--- src/rtl/scfp_pkg.sv ---
`default_nettype none

package scfp_pkg;

	localparam int unsigned BYTE_W    = 8;
	localparam int unsigned LEN_W     = 6;
	localparam int unsigned RAW_W     = 16;
	localparam int unsigned CFG_IDX_W = 2;

	localparam logic [BYTE_W-1:0] SYNC_BYTE    = 8'h55;
	localparam logic [BYTE_W-1:0] HARD_MAX_LEN = 8'd32;
	localparam logic [BYTE_W-1:0] CMD_KEY      = 8'h01;
	localparam logic [BYTE_W-1:0] CMD_BATTERY  = 8'h02;

	localparam logic [CFG_IDX_W-1:0] CFG_KEY_LOWER = 2'd0;
	localparam logic [CFG_IDX_W-1:0] CFG_KEY_UPPER = 2'd1;
	localparam logic [CFG_IDX_W-1:0] CFG_MAX_LEN   = 2'd2;

	localparam logic EVENT_KEY     = 1'b0;
	localparam logic EVENT_BATTERY = 1'b1;

	localparam logic [BYTE_W-1:0] KEY_LOWER_RESET = 8'd0;
	localparam logic [BYTE_W-1:0] KEY_UPPER_RESET = 8'd255;
	localparam logic [LEN_W-1:0]  MAX_LEN_RESET   = 6'd13;

	typedef enum logic [3:0] {
		PH_HUNT1 = 4'b0001,
		PH_HUNT2 = 4'b0010,
		PH_LEN   = 4'b0100,
		PH_BODY  = 4'b1000
	} phase_t;

endpackage

`default_nettype wire

--- src/rtl/sum_checked_frame_parser.sv ---
// Frame parser for double-sync byte frames with an 8-bit additive checksum.
// The frame state update is a single registered stage; out_valid is registered too.
// Throughput: one byte per cycle unless out_stall holds a pending event.
// Stage one holds the received byte, stage two is the event output register.
// Reset (arst_n low, asynchronous): hunting for the first sync byte, no event pending,
// key bounds 0 and 255, maximum frame length 13.
`default_nettype none

module sum_checked_frame_parser (
	input  wire logic                                  clk,
	input  wire logic                                  arst_n,
	input  wire logic                                  cfg_we,
	input  wire logic [scfp_pkg::CFG_IDX_W-1:0]        cfg_index,
	input  wire logic [scfp_pkg::BYTE_W-1:0]           cfg_data,
	input  wire logic                                  in_valid,
	output logic                                       in_stall,
	input  wire logic [scfp_pkg::BYTE_W-1:0]           rx_byte,
	output logic                                       out_valid,
	input  wire logic                                  out_stall,
	output logic                                       event_kind,
	output logic [scfp_pkg::BYTE_W-1:0]                key_code,
	output logic [scfp_pkg::RAW_W-1:0]                 battery_raw
);

	logic [scfp_pkg::BYTE_W-1:0] key_lower_q;
	logic [scfp_pkg::BYTE_W-1:0] key_upper_q;
	logic [scfp_pkg::LEN_W-1:0]  max_len_q;

	logic                        valid_s1;
	logic [scfp_pkg::BYTE_W-1:0] byte_s1;

	scfp_pkg::phase_t            phase_q, phase_d;
	logic [scfp_pkg::LEN_W-1:0]  frame_len_q, frame_len_d;
	logic [scfp_pkg::LEN_W-1:0]  byte_count_q, byte_count_d;
	logic [scfp_pkg::BYTE_W-1:0] sum_q, sum_d;
	logic [scfp_pkg::BYTE_W-1:0] cmd_q, cmd_d;
	logic [scfp_pkg::BYTE_W-1:0] data1_q, data1_d;
	logic [scfp_pkg::BYTE_W-1:0] data2_q, data2_d;

	logic                        out_valid_q;
	logic                        event_kind_q;
	logic [scfp_pkg::BYTE_W-1:0] key_code_q;
	logic [scfp_pkg::RAW_W-1:0]  battery_raw_q;

	logic                        advance;
	logic                        last_byte;
	logic                        emit;
	logic                        emit_kind;
	logic [scfp_pkg::LEN_W-1:0]  count_inc;

	// Stage one moves on whenever the output register is free or being drained.
	assign advance  = valid_s1 && (!out_valid_q || !out_stall);
	assign in_stall = valid_s1 && !advance;

	always_ff @(posedge clk or negedge arst_n) begin
		if (!arst_n) begin
			key_lower_q <= scfp_pkg::KEY_LOWER_RESET;
			key_upper_q <= scfp_pkg::KEY_UPPER_RESET;
			max_len_q   <= scfp_pkg::MAX_LEN_RESET;
		end else if (cfg_we) begin
			unique case (cfg_index)
				scfp_pkg::CFG_KEY_LOWER: key_lower_q <= cfg_data;
				scfp_pkg::CFG_KEY_UPPER: key_upper_q <= cfg_data;
				scfp_pkg::CFG_MAX_LEN:   max_len_q   <= cfg_data[scfp_pkg::LEN_W-1:0];
				default: ;
			endcase
		end
	end

	always_ff @(posedge clk or negedge arst_n) begin
		if (!arst_n) begin
			valid_s1 <= 1'b0;
		end else if (!in_stall) begin
			valid_s1 <= in_valid;
		end
	end

	always_ff @(posedge clk) begin
		if (in_valid && !in_stall) begin
			byte_s1 <= rx_byte;
		end
	end

	assign count_inc = byte_count_q + 1'b1;
	assign last_byte = (phase_q == scfp_pkg::PH_BODY) && (count_inc == frame_len_q);

	always_comb begin
		phase_d      = phase_q;
		frame_len_d  = frame_len_q;
		byte_count_d = byte_count_q;
		sum_d        = sum_q;
		cmd_d        = cmd_q;
		data1_d      = data1_q;
		data2_d      = data2_q;
		emit         = 1'b0;
		emit_kind    = scfp_pkg::EVENT_KEY;
		unique case (phase_q)
			scfp_pkg::PH_HUNT1: begin
				// clear the kept frame on every byte seen while hunting for the first sync byte
				frame_len_d  = '0;
				byte_count_d = '0;
				sum_d        = '0;
				cmd_d        = '0;
				data1_d      = '0;
				data2_d      = '0;
				if (byte_s1 == scfp_pkg::SYNC_BYTE) begin
					sum_d   = scfp_pkg::SYNC_BYTE;
					phase_d = scfp_pkg::PH_HUNT2;
				end
			end
			scfp_pkg::PH_HUNT2: begin
				if (byte_s1 == scfp_pkg::SYNC_BYTE) begin
					sum_d   = sum_q + scfp_pkg::SYNC_BYTE;
					phase_d = scfp_pkg::PH_LEN;
				end else begin
					phase_d = scfp_pkg::PH_HUNT1;
				end
			end
			scfp_pkg::PH_LEN: begin
				if (byte_s1 == '0 || byte_s1 > scfp_pkg::HARD_MAX_LEN
						|| byte_s1 > {2'b00, max_len_q}) begin
					phase_d = scfp_pkg::PH_HUNT1;
				end else begin
					frame_len_d  = byte_s1[scfp_pkg::LEN_W-1:0];
					sum_d        = sum_q + byte_s1;
					byte_count_d = '0;
					phase_d      = scfp_pkg::PH_BODY;
				end
			end
			scfp_pkg::PH_BODY: begin
				if (byte_count_q == 6'd0) cmd_d   = byte_s1;
				if (byte_count_q == 6'd1) data1_d = byte_s1;
				if (byte_count_q == 6'd2) data2_d = byte_s1;
				byte_count_d = count_inc;
				if (!last_byte) begin
					sum_d = sum_q + byte_s1;
				end else begin
					phase_d = scfp_pkg::PH_HUNT1;
					if (byte_s1 == sum_q) begin
						if (cmd_d == scfp_pkg::CMD_KEY) begin
							emit      = (data1_d > key_lower_q) && (data1_d < key_upper_q);
							emit_kind = scfp_pkg::EVENT_KEY;
						end else if (cmd_d == scfp_pkg::CMD_BATTERY) begin
							emit      = 1'b1;
							emit_kind = scfp_pkg::EVENT_BATTERY;
						end
					end
				end
			end
			default: begin
				phase_d = scfp_pkg::PH_HUNT1;
			end
		endcase
	end

	always_ff @(posedge clk or negedge arst_n) begin
		if (!arst_n) begin
			phase_q      <= scfp_pkg::PH_HUNT1;
			frame_len_q  <= '0;
			byte_count_q <= '0;
			sum_q        <= '0;
			cmd_q        <= '0;
			data1_q      <= '0;
			data2_q      <= '0;
		end else if (advance) begin
			phase_q      <= phase_d;
			frame_len_q  <= frame_len_d;
			byte_count_q <= byte_count_d;
			sum_q        <= sum_d;
			cmd_q        <= cmd_d;
			data1_q      <= data1_d;
			data2_q      <= data2_d;
		end
	end

	always_ff @(posedge clk or negedge arst_n) begin
		if (!arst_n) begin
			out_valid_q <= 1'b0;
		end else if (advance) begin
			out_valid_q <= emit;
		end else if (!out_stall) begin
			out_valid_q <= 1'b0;
		end
	end

	// hold the payload while the event waits for its transfer
	always_ff @(posedge clk) begin
		if (advance && emit) begin
			event_kind_q <= emit_kind;
			if (emit_kind == scfp_pkg::EVENT_BATTERY) begin
				key_code_q    <= '0;
				battery_raw_q <= {data1_d, data2_d};
			end else begin
				key_code_q    <= data1_d;
				battery_raw_q <= '0;
			end
		end
	end

	assign out_valid   = out_valid_q;
	assign event_kind  = event_kind_q;
	assign key_code    = key_code_q;
	assign battery_raw = battery_raw_q;

`ifndef NO_ASSERTIONS
	a_stall_needs_item: assert property (@(posedge clk) disable iff (!arst_n)
		in_stall |-> valid_s1)
		else $error("input stalled with stage one empty");

	a_emit_only_at_end: assert property (@(posedge clk) disable iff (!arst_n)
		(advance && emit) |-> last_byte)
		else $error("event raised before the checksum byte");

	a_end_returns_hunt: assert property (@(posedge clk) disable iff (!arst_n)
		(advance && last_byte) |=> (phase_q == scfp_pkg::PH_HUNT1))
		else $error("frame end did not return to hunting");

	a_count_in_frame: assert property (@(posedge clk) disable iff (!arst_n)
		(phase_q == scfp_pkg::PH_BODY) |-> (byte_count_q < frame_len_q))
		else $error("body byte count ran past the frame length");

	a_event_waits: assert property (@(posedge clk) disable iff (!arst_n)
		(out_valid_q && out_stall) |=> out_valid_q)
		else $error("pending event dropped under stall");
`endif

endmodule

`default_nettype wire
--- config.mk ---
export PLATFORM = sky130hd
export DESIGN_NAME = sum_checked_frame_parser
export DESIGN_NICKNAME = d
export VERILOG_FILES = /design/src/rtl/scfp_pkg.sv /design/src/rtl/sum_checked_frame_parser.sv
export SDC_FILE = /design/constraint.sdc
export NUM_CORES = 1
export LEC_CHECK = 0
export BUFFER_PORTS_ARGS = -buffer_cell sky130_fd_sc_hd__buf_2
export CAP_MARGIN = 20
export CORE_ASPECT_RATIO = 1.2
export CORE_MARGIN = 10
export CORE_UTILIZATION = 42
export CTS_CLUSTER_SIZE = 16
export DETAILED_ROUTE_END_ITERATION = 7
export SLEW_MARGIN = 40
export SYNTH_ARGS = -nofsm -noshare
export SYNTH_HDL_FRONTEND = slang
export SYNTH_SLANG_ARGS = --single-unit
--- constraint.sdc ---
create_clock -name clk -period 12.35 [get_ports clk]
set_input_delay 1.235 -clock clk [delete_from_list [all_inputs] [get_ports clk]]
set_output_delay 1.235 -clock clk [all_outputs]
set_load 0.03 [all_outputs]
==> impl_table.tex, run 1 <==
\begin{tabular}{lr}
\hline
Metric & Value \\
\hline
\multicolumn{2}{l}{\textbf{STA}} \\
RSZ-0062 raised after global routing & false \\
Final Hold Fails & 0 \\
Max-slew violation count & 0 \\
Worst hold slack & 0.503 ns \\
Maximum operating frequency & 259 MHz \\
Setup TNS after final layout & 0 ns \\
Worst-margin pin slew & 0.798 ns \\
Period utilisation layout & 31.3\% \\
Final setup violating endpoints & 0 \\
Fin crit period & 3.86 ns \\
Worst Clk Skew & 0.00630 ns \\
Worst setup margin & 8.49 ns \\
Max transition margin & 46.1\% \\
\multicolumn{2}{l}{\textbf{Synth}} \\
Count of flip-flops with a built-in enable after synthesis & 33 \\
Fraction of post-synthesis cell area in the top cell type by area & 26.6\% \\
Share of synthesized flip-flops with an asynchronous set or reset & 68.6\% \\
Post-synthesis average cell area & 10.5 sq um \\
Top area cells in the synthesized netlist & dfrtp\_1 27\%, edfxtp\_1 18\%, ha\_1 6.9\% \\
Mapped Cells & 540 \\
Number of warnings issued by yosys & 0 \\
Distinct cell type count after synthesis & 57 \\
Number of nets produced by synthesis & 595 \\
Flip-flop and latch count after synthesis & 105 \\
Library cell with the largest summed area after synthesis & dfrtp\_1 \\
Cell area after technology mapping & 5650 sq um \\
Post-synthesis sequential area ratio & 49.7\% \\
Top FF cell, synth & dfrtp\_1 \\
\multicolumn{2}{l}{\textbf{CTS}} \\
Worst-path clk slew & 0.07 ns \\
Maximum number of buffers from clock root to sink & 2 \\
Number of instances resized during post-cts repair & 0 \\
Clock buffer count from CTS & 9 \\
Quantity of hold-fixing buffers added after cts & 0 \\
H-tree depth reported by CTS & 3 \\
Clock latency at the later pin of the worst-skew pair & 0.35 ns \\
Setup repair bufs after CTS & 0 \\
Cell chosen for the clock root & clkbuf\_16 \\
CTS tree & yes \\
Clock sink count & 105 \\
\multicolumn{2}{l}{\textbf{Global route}} \\
Aggregate global-route resource usage & 14.8\% \\
Vias in the first global route & 4284 \\
Maximum number of pins on one net before global-route repair & 73 \\
Total overflow reported by the global router & 0 \\
Global-route wire length before repair & 22500 um \\
Number of antenna violations at the first check in global routing & 0 \\
\multicolumn{2}{l}{\textbf{Floorplan}} \\
Width of the chip & 126 um \\
Row count & 46 \\
Die Outline Area & 18500 sq um \\
Vertical die dimension & 147 um \\
Top-level I/O count & 50 \\
Core area & 13200 sq um \\
Initial Util & 42.9\% \\
\multicolumn{2}{l}{\textbf{Detailed routing}} \\
Total via count after detailed routing & 4208 \\
Antenna Violating Nets Remaining & 0 \\
First-pass DRT Iterations & 4 \\
Post-DR wirelength/cell & 17.8 um \\
DR iter-0 viols & 296 \\
Number of DRC violations after detailed routing & 0 \\
Total wire length after detailed routing & 13400 um \\
Ratio of routed vias to standard cells & 5.58 \\
\multicolumn{2}{l}{\textbf{Place}} \\
GPL Wtd Cong & 0.899 \\
Quantity of I/O buffers inserted on ports & 49 \\
Worst slack at placement & 8.53 ns \\
Cell area after placement & 6090 sq um \\
Number of cells after detailed placement & 738 \\
Detail Placement HPWL & 9770 um \\
\multicolumn{2}{l}{\textbf{Power}} \\
Worst vdd ir & 0.0668 mV \\
Cell area power density & 133 nW/um\^{}2 \\
Leakage power & 2.88 nW \\
Total power & 0.855 mW \\
\multicolumn{2}{l}{\textbf{Job}} \\
Max Cap Viol & 0 \\
\multicolumn{2}{l}{\textbf{Worst setup path}} \\
Critical path peak fanout & 14 \\
Crit start category & register \\
Path type of the worst setup path & reg -> reg \\
Number of cell instances on the worst register-to-register path & 12 \\
Register-to-register setup slack & 8.49 ns \\
Kind of end point of the critical path & register \\
Arrival time worst endpoint & 3.92 ns \\
Data required time at the worst endpoint & 12.42 ns \\
\multicolumn{2}{l}{\textbf{Cells and area}} \\
Utilization of the core after routing & 48.7\% \\
Net count, final & 636 \\
Share of post-route cells with drive strength above 1 & 20.5\% \\
Filler instances & 1181 \\
Area growth syn-to-layout & 13.5\% \\
Count of placed standard cells in the final layout, fillers left out & 754 \\
Diodes inserted & 0 \\
Non-Filler Cell Area, Final & 6410 sq um \\
\multicolumn{2}{l}{\textbf{Hold path}} \\
Type of the most critical hold path & reg -> reg \\
Instance count along the most critical hold path & 1 \\
\multicolumn{2}{l}{\textbf{Run status}} \\
Result of the run & complete, no violations \\
\hline
\end{tabular}
## synth_stat cells (all sizes together), types with 5 or more instances
master / n
a21o: 7
a21oi: 22
a22o: 22
a22oi: 7
a31oi: 11
and2: 6
buf: 5
clkbuf: 20
dfrtp: 60
dfstp: 12
edfxtp: 33
ha: 31
inv: 30
mux2: 24
nand2: 43
nand3: 20
nand4: 5
nor2: 42
nor2b: 7
nor3: 8
nor4: 5
o21ai: 41
o31ai: 5
xnor2: 17
xor2: 8
## path summary, 6_finish.rpt
path | end | from
setup / recovery | key_code[5]$_SDFFCE_PP0P_ | byte_count_q[2]$_DFFE_PN0P_
hold / removal | data2_q[5]$_DFFE_PN0P_ | data2_q[5]$_DFFE_PN0P_
setup reg to reg | key_code[5]$_SDFFCE_PP0P_ | byte_count_q[2]$_DFFE_PN0P_
hold reg to reg | data2_q[5]$_DFFE_PN0P_ | data2_q[5]$_DFFE_PN0P_
max in group asynchronous | key_lower_q[1]$_DFFE_PN0P_ | arst_n
min in group asynchronous | max_len_q[4]$_DFFE_PN0P_ | arst_n
## registers in the layout, summed over array words and instances, names as in the netlist
register / cells
event_kind: 1
key_upper_q: 8
sum_q: 8
out_valid: 1
key_code: 8
frame_len_q: 6
key_lower_q: 8
byte_s1: 8
data1_q: 8
battery_raw: 16
data2_q: 8
cmd_q: 8
valid_s1: 1
max_len_q: 6
phase_q: 4
byte_count_q: 6
## worst max-delay path, stage by stage, from the launching register on
cell and delay [ns]:
dfrtp_1 0.52, nor4_2 0.43, nand2_1 0.34, mux2_2 0.41, ha_1 0.30, and4_1 0.21
and3_1 0.18, o21ai_0 0.08, a31oi_1 0.18, nand4_1 0.23, a211oi_4 0.28, buf_4 0.24
buf_8 0.17
## power breakdown
group          switching, mW  internal, mW
sequential            0.0265         0.386
combinational         0.0817        0.0571
clock                  0.132         0.172
total                  0.240         0.616
## final cells by class
class                           instances  area (sq um)  share of cell area [%]
Timing Repair Buffer                   55           302                    4.70
Sequential cell                       105          2810                    43.8
Multi-Input combinational cell        380          2660                    41.5
Tap cell                              168           210                    3.28
Clock buffer                           10           250                    3.90
Clock inverter                          6          72.6                    1.13
Inverter                               30           113                    1.76
## cell usage in the layout, fill, tap and decap left out, types with 5 or more instances in the layout
cell type / count
a21o_1: 7
dfstp_2: 12
ha_1: 31
a22o_1: 22
o21ai_0: 38
buf_2: 49
mux2_2: 24
clkbuf_16: 10
nand3_1: 20
and2_1: 6
nor3_1: 6
dfrtp_1: 60
edfxtp_1: 33
nor2b_1: 7
nand4_1: 5
a22oi_1: 7
a21oi_1: 20
inv_1: 29
nand2_1: 43
xor2_1: 8
a31oi_1: 11
xnor2_1: 17
nor2_1: 42
o31ai_1: 5
## per-layer routing
| layer | wire length [um] | global-route usage, % |
|---|---|---|
| met5 | 0 | 0 |
| met4 | 208 | 4.68 |
| met3 | 646 | 3.31 |
| met2 | 6390 | 23.8 |
| met1 | 6190 | 19.2 |
## kinds of logic after synthesis
| logic type | share of synthesized area, % |
|---|---|
| AO/OA/AOI/OAI | 14.8 |
| XOR/XNOR | 3.87 |
| adder cells (fa/ha/maj) | 7.21 |
| buffers and inverters | 3.81 |
| flip-flops | 49.7 |
| multiplexers | 5.49 |
| AND/OR/NAND/NOR | 15.1 |
No activity file was read; power rests on OpenSTA's default activity.
==> run 2, diff against run 1 <==
==> constraint.sdc (replaced) <==
create_clock -name clk -period 3.6 [get_ports clk]
set_input_delay 0.36 -clock clk [delete_from_list [all_inputs] [get_ports clk]]
set_output_delay 0.36 -clock clk [all_outputs]
set_load 0.03 [all_outputs]
==> impl_table.tex, run 2 (same netlist as run 1, synthesis figures left out) <==
\begin{tabular}{lr}
\hline
Metric & Value \\
\hline
\multicolumn{2}{l}{\textbf{STA}} \\
Setup TNS after final layout & 0 ns \\
Period utilisation layout & 90.3\% \\
Worst Clk Skew & 0.00839 ns \\
Max transition margin & 50.0\% \\
Fin crit period & 3.25 ns \\
Maximum operating frequency & 308 MHz \\
RSZ-0062 raised after global routing & false \\
Worst-margin pin slew & 0.744 ns \\
Final setup violating endpoints & 0 \\
Final Hold Fails & 0 \\
Max-slew violation count & 0 \\
\multicolumn{2}{l}{\textbf{Detailed routing}} \\
DR iter-0 viols & 348 \\
First-pass DRT Iterations & 4 \\
Post-DR wirelength/cell & 17.5 um \\
Number of DRC violations after detailed routing & 0 \\
Total wire length after detailed routing & 13400 um \\
Ratio of routed vias to standard cells & 5.48 \\
Antenna Violating Nets Remaining & 0 \\
Total via count after detailed routing & 4183 \\
\multicolumn{2}{l}{\textbf{Worst setup path}} \\
Register-to-register setup slack & 0.35 ns \\
Number of cell instances on the worst register-to-register path & 11 \\
Gate family responsible for the most delay along the worst path & simple AND/OR/NAND/NOR gates \\
Highest cell delay on the worst timing path & 0.47 ns \\
Buffering stage count on the worst path with inverters included & 1 \\
Critical path peak fanout & 25 \\
Path type of the worst setup path & reg -> reg \\
Crit Reg-Reg Endpoint & battery\_raw[15]\$\_SDFFCE\_PN0P\_ \\
Worst flop-to-flop path startpoint & byte\_count\_q[0]\$\_DFFE\_PN0P\_ \\
CP most frequent cell & ha\_1 \\
Critical path origin & byte\_count\_q[0]\$\_DFFE\_PN0P\_ \\
Data required time at the worst endpoint & 3.65 ns \\
Kind of end point of the critical path & register \\
Cells traversed along the worst timing path & ha\_1 -> nand2\_2 -> mux2\_2 -> ha\_1 -> and4\_1 -> and3\_1 -> o21ai\_0 -> a31oi\_1 -> nand4\_1 -> a211oi\_4 -> buf\_12 \\
Arrival time worst endpoint & 3.30 ns \\
Crit start category & register \\
Cell at the slowest stage of the critical path & dfrtp\_1 \\
\multicolumn{2}{l}{\textbf{Power}} \\
Worst vdd ir & 0.322 mV \\
Cell Int Power & 2.02 mW \\
Clock power share & 32.8\% \\
Leakage power & 2.92 nW \\
Psw & 0.813 mW \\
Switch share & 28.7\% \\
Register share of total power & 49.9\% \\
Combinational Power Share & 17.3\% \\
Cell area power density & 439 nW/um\^{}2 \\
\multicolumn{2}{l}{\textbf{Hold path}} \\
Type of the most critical hold path & in -> async \\
\multicolumn{2}{l}{\textbf{Cells and area}} \\
Sequential cell area in the final layout & 2810 sq um \\
Net count, final & 645 \\
Count of placed standard cells in the final layout, fillers left out & 763 \\
Flip-flop count of the largest register after layout & 16 \\
Filler instances & 1186 \\
Most used cells in the layout excluding fill and tap cells & 60 x dfrtp\_1, 49 x buf\_2, 42 x nand2\_1, 42 x nor2\_1, 38 x o21ai\_0 \\
Area growth syn-to-layout & 14.1\% \\
Diodes inserted & 0 \\
Share of post-route cells with drive strength above 1 & 21.5\% \\
Most frequent standard cell in the layout excluding fill and tap cells & dfrtp\_1 \\
Area of the multi-input gates & 2660 sq um \\
\multicolumn{2}{l}{\textbf{Floorplan}} \\
Core area & 13200 sq um \\
Vertical die dimension & 147 um \\
Top-level I/O count & 50 \\
Row count & 46 \\
Initial Util & 42.9\% \\
Width of the chip & 126 um \\
Die Outline Area & 18500 sq um \\
\multicolumn{2}{l}{\textbf{Global route}} \\
Total overflow reported by the global router & 0 \\
Vias in the first global route & 4123 \\
Global-route wire length before repair & 21900 um \\
Maximum number of pins on one net before global-route repair & 43 \\
Aggregate global-route resource usage & 14.4\% \\
Number of antenna violations at the first check in global routing & 0 \\
\multicolumn{2}{l}{\textbf{CTS}} \\
Clock latency at the later pin of the worst-skew pair & 0.35 ns \\
Clock buffer count from CTS & 9 \\
Setup repair bufs after CTS & 0 \\
Worst-path clk slew & 0.07 ns \\
CTS tree & yes \\
Quantity of hold-fixing buffers added after cts & 0 \\
Clock sink count & 105 \\
Cell chosen for the clock root & clkbuf\_16 \\
H-tree depth reported by CTS & 3 \\
Maximum number of buffers from clock root to sink & 2 \\
Number of instances resized during post-cts repair & 0 \\
\multicolumn{2}{l}{\textbf{Place}} \\
Quantity of I/O buffers inserted on ports & 49 \\
Number of cells after detailed placement & 747 \\
GPL Wtd Cong & 0.917 \\
Detail Placement HPWL & 9910 um \\
\multicolumn{2}{l}{\textbf{Run status}} \\
Result of the run & complete, no violations \\
\multicolumn{2}{l}{\textbf{Job}} \\
Max Cap Viol & 0 \\
\hline
\end{tabular}
## run 2: power by group through the flow
stage / clock network (mW) / logic [mW] / registers, mW
after detailed placement: 0 / 0.487 / 1.44
final: 0.927 / 0.490 / 1.41
after floorplan: 0 / 0.371 / 1.38
after CTS: 0.947 / 0.490 / 1.41
after global routing: 1.00 / 0.548 / 1.42
after global placement: 0 / 0.475 / 1.43
## run 2: layout make-up
cell class | count | share of cell area (%)
clock inverters | 6 | 0.601
flip-flops and latches | 105 | 43.5
well taps | 168 | 3.26
clock buffers | 10 | 3.70
repair buffers | 64 | 5.93
inverters | 30 | 1.75
multi-input cells | 380 | 41.2
## run 2: metal layers
| layer | up-vias | part of all wire [%] | GRT usage (%) |
|---|---|---|---|
| met5 | - | 0 | 0 |
| met1 | 2034 | 48 | 19.8 |
| met4 | 0 | 1.7 | 5.64 |
| met2 | 86 | 46 | 22.0 |
| li1 | 2049 | - | - |
| met3 | 14 | 4.9 | 2.34 |
## run 2: worst max path at each step
stage,endpoint,slack (ns),cells after the start
final,battery_raw[15]$_SDFFCE_PN0P_,0.35,11
after detailed placement,battery_raw[3]$_SDFFCE_PN0P_,0.25,11
after global routing,battery_raw[15]$_SDFFCE_PN0P_,0.04,12
after global placement,key_code[5]$_SDFFCE_PP0P_,0.29,11
after CTS,battery_raw[3]$_SDFFCE_PN0P_,0.23,11
after floorplan,battery_raw[0]$_SDFFCE_PN0P_,0.01,10
## run 2: through the flow
step / hold slack [ns] / worst slack [ns] / instance area (sq um) / power (mW) / utilization, %
3_5_place_dp: 0.476 / 0.253 / 6160 / 1.92 / 46.8
6_report: 0.0672 / 0.348 / 6450 / 2.83 / 49.0
3_3_place_gp: 0.464 / 0.286 / 6160 / 1.91 / 46.8
4_1_cts: 0.101 / 0.227 / 6440 / 2.85 / 48.9
2_1_floorplan: 0.0644 / 0.0142 / 5670 / 1.75 / -
5_1_grt: 0.124 / 0.0359 / 6450 / 2.97 / 49.0
